==> src/tths_pkg.sv <==
`timescale 1ns / 1ps
`default_nettype none
// ----------------------------------------------------------------------------
// tths_pkg
// Shared constants and types for the top-half truncation selector.
// ----------------------------------------------------------------------------
package tths_pkg;

   localparam int POP_MAX = 64;
   localparam int ADDR_W  = $clog2(POP_MAX);
   localparam int CNT_W   = ADDR_W + 1;
   localparam int FIT_W   = 32;

   typedef logic signed [FIT_W-1:0] fit_type;
   typedef logic [ADDR_W-1:0]       addr_type;
   typedef logic [CNT_W-1:0]        cnt_type;

   // population hand-off from the loader to the selection engine
   typedef struct packed {
      logic    start;
      cnt_type count;
   } sel_cmd_type;

endpackage : tths_pkg
`default_nettype wire

==> src/tths_fit_ram.sv <==
`timescale 1ns / 1ps
`default_nettype none
// ----------------------------------------------------------------------------
// tths_fit_ram
// Fitness store: one write port, one read port, registered read data.
// ----------------------------------------------------------------------------
module tths_fit_ram
   import tths_pkg::*;
(
   input  wire      clock,
   input  wire      wr_en,
   input  addr_type wr_addr,
   input  fit_type  wr_data,
   input  wire      rd_en,
   input  addr_type rd_addr,
   output fit_type  rd_data
);

   fit_type mem [POP_MAX];
   fit_type rd_data_ff;

   always_ff @(posedge clock) begin
      if (wr_en) begin
         mem[wr_addr] <= wr_data;
      end
      if (rd_en) begin
         rd_data_ff <= mem[rd_addr];
      end
   end

   assign rd_data = rd_data_ff;

endmodule : tths_fit_ram
`default_nettype wire

==> src/tths_sel.sv <==
`timescale 1ns / 1ps
`default_nettype none
// ----------------------------------------------------------------------------
// tths_sel
// Selection engine: repeated scans of the fitness store for the best entry
// ranked below the previous pick, one result per scan, held in an output
// register.
// ----------------------------------------------------------------------------
module tths_sel
   import tths_pkg::*;
(
   input  wire         clock,
   input  wire         reset,
   input  sel_cmd_type cmd,
   output logic        busy,
   output logic        rd_en,
   output addr_type    rd_addr,
   input  fit_type     rd_data,
   output logic        rsp_valid,
   input  wire         rsp_stall,
   output addr_type    rsp_chosen_index,
   output logic        rsp_last_result
);

   typedef enum logic [1:0] {
      S_IDLE,
      S_SCAN,
      S_EMIT
   } state_type;

   state_type           state_ff, state_in;
   cnt_type             cnt_ff, cnt_in;
   logic [ADDR_W-1:0]   half_ff, half_in;
   cnt_type             addr_ff, addr_in;
   logic                rd_pend_ff, rd_pend_in;
   addr_type            rd_idx_ff, rd_idx_in;
   logic                found_ff, found_in;
   addr_type            best_idx_ff, best_idx_in;
   fit_type             best_key_ff, best_key_in;
   logic                have_prev_ff, have_prev_in;
   addr_type            prev_idx_ff, prev_idx_in;
   fit_type             prev_key_ff, prev_key_in;
   logic                open_entry;
   logic                rsp_valid_ff, rsp_valid_in;
   addr_type            rsp_index_ff, rsp_index_in;
   logic                rsp_last_ff, rsp_last_in;
   logic                out_free;

   always_comb begin
      state_in     = state_ff;
      cnt_in       = cnt_ff;
      half_in      = half_ff;
      addr_in      = addr_ff;
      rd_pend_in   = 1'b0;
      rd_idx_in    = rd_idx_ff;
      found_in     = found_ff;
      best_idx_in  = best_idx_ff;
      best_key_in  = best_key_ff;
      have_prev_in = have_prev_ff;
      prev_idx_in  = prev_idx_ff;
      prev_key_in  = prev_key_ff;
      rsp_valid_in = rsp_valid_ff;
      rsp_index_in = rsp_index_ff;
      rsp_last_in  = rsp_last_ff;
      rd_en        = 1'b0;
      out_free     = !rsp_valid_ff || !rsp_stall;
      // still open when ranked below the last pick: lower fitness, or equal
      // fitness at a higher index
      open_entry   = !have_prev_ff || (rd_data < prev_key_ff)
                     || ((rd_data == prev_key_ff) && (rd_idx_ff > prev_idx_ff));

      if (rsp_valid_ff && !rsp_stall) begin
         rsp_valid_in = 1'b0;
      end

      unique case (state_ff)
         S_IDLE: begin
            if (cmd.start) begin
               cnt_in       = cmd.count;
               half_in      = cmd.count[CNT_W-1:1];
               addr_in      = '0;
               found_in     = 1'b0;
               have_prev_in = 1'b0;
               state_in     = S_SCAN;
            end
         end
         S_SCAN: begin
            rd_en      = addr_ff < cnt_ff;
            rd_pend_in = rd_en;
            rd_idx_in  = addr_ff[ADDR_W-1:0];
            if (rd_en) begin
               addr_in = addr_ff + CNT_W'(1);
            end
            // strict compare on an ascending walk keeps the lower index on ties
            if (rd_pend_ff && open_entry
                  && (!found_ff || rd_data > best_key_ff)) begin
               found_in    = 1'b1;
               best_idx_in = rd_idx_ff;
               best_key_in = rd_data;
            end
            if (!rd_en && !rd_pend_ff) begin
               state_in = S_EMIT;
            end
         end
         S_EMIT: begin
            if (out_free) begin
               rsp_valid_in = 1'b1;
               rsp_index_in = best_idx_ff;
               rsp_last_in  = half_ff == ADDR_W'(1);
               have_prev_in = 1'b1;
               prev_idx_in  = best_idx_ff;
               prev_key_in  = best_key_ff;
               half_in      = half_ff - ADDR_W'(1);
               if (half_ff == ADDR_W'(1)) begin
                  state_in = S_IDLE;
               end else begin
                  addr_in  = '0;
                  found_in = 1'b0;
                  state_in = S_SCAN;
               end
            end
         end
         default: begin
            state_in = S_IDLE;
         end
      endcase
   end

   always_ff @(posedge clock) begin
      if (reset) begin
         state_ff     <= S_IDLE;
         rd_pend_ff   <= 1'b0;
         rsp_valid_ff <= 1'b0;
      end else begin
         state_ff     <= state_in;
         rd_pend_ff   <= rd_pend_in;
         rsp_valid_ff <= rsp_valid_in;
      end
      cnt_ff       <= cnt_in;
      half_ff      <= half_in;
      addr_ff      <= addr_in;
      rd_idx_ff    <= rd_idx_in;
      found_ff     <= found_in;
      best_idx_ff  <= best_idx_in;
      best_key_ff  <= best_key_in;
      have_prev_ff <= have_prev_in;
      prev_idx_ff  <= prev_idx_in;
      prev_key_ff  <= prev_key_in;
      rsp_index_ff <= rsp_index_in;
      rsp_last_ff  <= rsp_last_in;
   end

   assign busy             = state_ff != S_IDLE;
   assign rd_addr          = addr_ff[ADDR_W-1:0];
   assign rsp_valid        = rsp_valid_ff;
   assign rsp_chosen_index = rsp_index_ff;
   assign rsp_last_result  = rsp_last_ff;

endmodule : tths_sel
`default_nettype wire

==> src/truncation_top_half_select.sv <==
`timescale 1ns / 1ps
`default_nettype none
// ----------------------------------------------------------------------------
// truncation_top_half_select
// Loads a population's fitness values, then returns the indices of the best
// half in order of descending fitness (lower index first on equal fitness).
//
// req_ channel: one signed fitness per transfer, req_last_item on the final
// individual. Loading takes one transfer per cycle while req_stall is low;
// individuals beyond 64 are dropped; their last flag still closes the population.
// rsp_ channel: one chosen index per transfer, rsp_last_result on the final
// one. A population of N stored individuals gives floor(N/2) results (none
// for N below two). Each result costs one scan of the fitness store through
// its single read port.
// req_stall is high for the whole selection; loading of the next population
// resumes as soon as the final result sits in the output register.
// A stalled result holds in the output register and the engine waits.
// Reset empties the population and clears the output; the store itself
// needs no clearing since only written entries are ever read.
// ----------------------------------------------------------------------------
module truncation_top_half_select
   import tths_pkg::*;
(
   input  wire         clock,
   input  wire         reset,
   input  wire         req_valid,
   output logic        req_stall,
   input  wire  [31:0] req_fitness,
   input  wire         req_last_item,
   output logic        rsp_valid,
   input  wire         rsp_stall,
   output logic [5:0]  rsp_chosen_index,
   output logic        rsp_last_result
);

   cnt_type     pop_ff, pop_in;
   cnt_type     pop_next;
   logic        req_xfer;
   logic        wr_en;
   logic        busy;
   logic        rd_en;
   addr_type    rd_addr;
   fit_type     rd_data;
   sel_cmd_type cmd;

   assign req_xfer  = req_valid && !req_stall;
   assign wr_en     = req_xfer && (pop_ff < CNT_W'(POP_MAX));
   assign pop_next  = wr_en ? pop_ff + CNT_W'(1) : pop_ff;
   assign pop_in    = (req_xfer && req_last_item) ? '0 : pop_next;
   assign cmd       = '{start: req_xfer && req_last_item && (pop_next >= CNT_W'(2)),
                        count: pop_next};
   assign req_stall = busy;

   always_ff @(posedge clock) begin
      if (reset) begin
         pop_ff <= '0;
      end else begin
         pop_ff <= pop_in;
      end
   end

   tths_fit_ram u_ram (
      .clock   (clock),
      .wr_en   (wr_en),
      .wr_addr (pop_ff[ADDR_W-1:0]),
      .wr_data (fit_type'(req_fitness)),
      .rd_en   (rd_en),
      .rd_addr (rd_addr),
      .rd_data (rd_data)
   );

   tths_sel u_sel (
      .clock            (clock),
      .reset            (reset),
      .cmd              (cmd),
      .busy             (busy),
      .rd_en            (rd_en),
      .rd_addr          (rd_addr),
      .rd_data          (rd_data),
      .rsp_valid        (rsp_valid),
      .rsp_stall        (rsp_stall),
      .rsp_chosen_index (rsp_chosen_index),
      .rsp_last_result  (rsp_last_result)
   );

   // population count never exceeds the store
   a_pop_bound: assert property (@(posedge clock) disable iff (reset)
      pop_ff <= CNT_W'(POP_MAX))
      else $error("population count beyond store depth");

   // while selecting, the loader holds an empty population
   a_pop_empty_busy: assert property (@(posedge clock) disable iff (reset)
      busy |-> pop_ff == '0)
      else $error("population not empty during selection");

   // a started selection blocks input in the next cycle
   a_start_stalls: assert property (@(posedge clock) disable iff (reset)
      cmd.start |=> req_stall)
      else $error("selection started without stalling input");

   // the engine never reads while the loader writes
   a_no_rw_overlap: assert property (@(posedge clock) disable iff (reset)
      !(wr_en && rd_en))
      else $error("store read and write in the same cycle");

endmodule : truncation_top_half_select
`default_nettype wire
==> config.mk <==
export PLATFORM = sky130hd
export DESIGN_NAME = truncation_top_half_select
export DESIGN_NICKNAME = d
export VERILOG_FILES = /design/src/tths_pkg.sv /design/src/tths_fit_ram.sv /design/src/tths_sel.sv /design/src/truncation_top_half_select.sv
export SDC_FILE = /design/constraint.sdc
export NUM_CORES = 2
export LEC_CHECK = 0
export ABC_AREA = 1
export BUFFER_PORTS_ARGS = -buffer_cell sky130_fd_sc_hd__buf_2
export CORE_MARGIN = 4
export CORE_UTILIZATION = 29
export DETAILED_ROUTE_END_ITERATION = 10
export PLACE_DENSITY = 0.46
export SLEW_MARGIN = 25
export SYNTH_ARGS = -nofsm -noshare
export SYNTH_HDL_FRONTEND = slang
export SYNTH_SLANG_ARGS = --single-unit
export TNS_END_PERCENT = 20
==> constraint.sdc <==
create_clock -name clock -period 3.29 [get_ports clock]
set_input_delay 0.329 -clock clock [delete_from_list [all_inputs] [get_ports clock]]
set_output_delay 0.329 -clock clock [all_outputs]
set_load 0.05 [all_outputs]
==> impl_metrics.toml <==
[sta]
skew_ns = 0.0308
period_minus_slack_ns = 3.19
max_freq_mhz = 314
finalCritPeriodShare_pct = 96.9
setup_tns_ns = 0
hold_viol_final = 0
tightest_slew_ns = 1.04
grt_setup_unrepaired = "no"
timing.slew.headroom_pct = 31.0
setup_viol = 0
fin_ws_ns = 0.103
slew_violations = 0

[power_and_ir_drop]
power_frac_seq_pct = 50.0
power.total_mw = 62.0
power_frac_clock_pct = 40.8
power_density_nw_per_um2 = 611
p_switching_mw = 15.1
combPwrFrac_pct = 9.2
irDropWorstVdd_mv = 0.591
leakage_nw = 32.3
swShare_pct = 24.3
intPower_mw = 47.0

[setup_path]
cp_max_fo = 91
end_kind = "flip-flop"
r2r_slack_ns = 0.10
path_cells = "buf_12, inv_16, buf_4, buf_4, o21ai_0, o221ai_1, o211ai_1, nand4_1, nand3_1, nand3_1"
worst_setup_path_start_kind = "flip-flop"
r2r-end = "u_ram.rd_data[14]"
crit_family = "buffers and inverters"
critical-path-slowest-cell = "edfxtp_1"
max_stage_delay_ns = 0.48
cp_num_buf_inv = 4
worstPathArrival_ns = 3.86
crit_type = "flip-flop to flip-flop"
r2r-start = "u_sel.addr_ff[0]"
required_ns = 3.96
rr_worst_depth = 10

[place]
dpl.hpwl_mm = 150
globalplace.congestion = 0.795
port_buffers = 45
preCtsSetupSlack_ns = 0.263
placed_area_um2 = 93900

[routing]
ant_nets = 0
routed_wl_mm = 271
via_per_inst = 5.12
wl_per_cell_um = 25.3
first_pass_iters = 5
num_vias = 54800
drc = 0
drt_iter0_markers = 5479

[logic_synthesis]
syn_inst = 6380
ys_async_sr_fraction_pct = 0
synthesis.nets = 6497
synth_edf_count = 2185
synth-warning-count = 0
synthFlopType = "edfxtp_1"
ys_ff_latch = 2196
syn_area_um2 = 86600
syn_area_per_cell_um2 = 13.6
synth_cell_types = 45
synth-seq-area-share_pct = 76.0

[grt]
grt_pass1_vias = 52900
antenna_found_initial = 6
grtUsageTotal_pct = 17.2
grt_pass1_wl_mm = 390
grt_max_degree = 160
grt-ovfl-total = 0

[worst_hold_path]
hold_start = "req_fitness[15]"
holdPathEnd = "u_ram.mem[0][15]"
hold_path.class = "input port to flip-flop"
holdPathStages = 1

[clock_network]
cts_tree = "yes"
clock_path_buffers = 3
cts_resized = 0
cts_buffers = 234
clockRootBuffer = "clkbuf_16"
clock-sinks = 2196
cts.clk_slew.worst_paths_ns = 0.06
h-tree-depth = 4
clkLatencyLatePin_ns = 0.88

[die]
die_area_um2 = 308000
num_rows = 200
fp.coreArea_um2 = 297000
die_y_um = 555
initial_core_util_pct = 29.2
die_w_um = 555
io_pins = 46

[cells_and_area]
post-route-cell-area_um2 = 101000
final_layout_size_suffix_gt1_share_pct = 10.9
layout_commonest_cell = "edfxtp_1"
area_growth_pct = 17.1
final_util_pct = 34.2
nets = 6678
final_cell_mix = "2185 x edfxtp_1, 1073 x nor2_1, 1017 x o21ai_0"
fillers = 28700

[job]
maxCapViolations = 0

[run_status]
status = "finished clean"
power by group through the flow:
| stage | combinational, mW | sequential (mW) | clock [mW] |
|---|---|---|---|
| 2_1_floorplan | 3.03 | 31.6 | 0 |
| 3_3_place_gp | 5.62 | 31.6 | 0 |
| 3_5_place_dp | 5.66 | 31.6 | 0 |
| 4_1_cts | 5.69 | 31.0 | 25.9 |
| 5_1_grt | 6.20 | 31.0 | 27.2 |
| 6_report | 5.68 | 31.0 | 25.3 |
timing repair:
item                                    4_1_cts  5_1_grt
hold buffers                                 19        6
hold endpoints to repair                    437       83
setup buffers                                 0        0
endpoints found under the setup margin        0        0
synthesized netlist by cell type, types with 35 or more instances:
cell,number,area [um^2]
ha_1,80,1000
nand4_1,35,219
inv_1,129,484
o211ai_1,56,420
edfxtp_1,2185,65600
o221ai_1,198,1730
a21oi_1,96,480
nor2_1,1140,4280
nand2_1,376,1410
nand3_1,229,1150
buf_4,39,293
buf_2,106,531
o21ai_0,1018,5090
clkbuf_1,260,976
o22ai_1,313,1960
final cells by class:
type / count / area (um^2) / area share, %
Clock inverter: 123 / 1130 / 1.12
Clock buffer: 308 / 6150 / 6.06
Sequential cell: 2196 / 65800 / 64.9
Timing Repair Buffer: 371 / 4060 / 4.00
Multi-Input combinational cell: 3622 / 18800 / 18.5
Tap cell: 3939 / 4930 / 4.86
Antenna cell: 6 / 15.0 / 0.0148
Inverter: 136 / 547 / 0.539
logic make-up after synthesis:
logic type / Yosys count / synth area share, %
AOI/OAI and AO/OA: 1735 / 11.6
and+or+nand+nor: 1800 / 8.31
DFF: 2196 / 76.0
xor gates and xnor gates: 7 / 0.0708
adders and majority gates: 80 / 1.16
buffers and inverters: 562 / 2.89
how the worst max path moves through the flow:
stage          depth (start not counted)         startpoint              endpoint
2_1_floorplan                          5  u_sel.state_ff[1]      u_ram.mem[15][0]
3_3_place_gp                          14  u_ram.rd_data[11]  u_sel.best_key_ff[9]
3_5_place_dp                          10   u_sel.addr_ff[0]     u_ram.rd_data[14]
4_1_cts                               10   u_sel.addr_ff[0]     u_ram.rd_data[14]
5_1_grt                               10   u_sel.addr_ff[0]     u_ram.rd_data[14]
6_report                              10   u_sel.addr_ff[0]     u_ram.rd_data[14]
sequential cells by signal, indices dropped and copies added, names as in the netlist, 7 cells and up:
signal,cells
pop_ff,7
u_ram.mem,2048
u_ram.rd_data,32
u_sel.addr_ff,7
u_sel.best_key_ff,32
u_sel.cnt_ff,7
u_sel.prev_key_ff,32
per-layer routing:
| metal | part of all wire, % | track usage, % | vias to the layer above |
|---|---|---|---|
| met1 | 46 | 24.6 | 28400 |
| met5 | 0.014 | 0 | - |
| met2 | 47 | 27.6 | 1637 |
| met3 | 5.7 | 2.50 | 312 |
| met4 | 1.8 | 3.81 | 6 |
| li1 | - | - | 24400 |
through the flow:
stage	instances	hold WS [ns]
finish	10700	0.0853
detailed placement	10200	0.405
global route	10700	0.0579
floorplan	6380	0.398
CTS	10700	0.00451
global placement	10200	0.403
No activity file was read; power rests on OpenSTA's default activity.
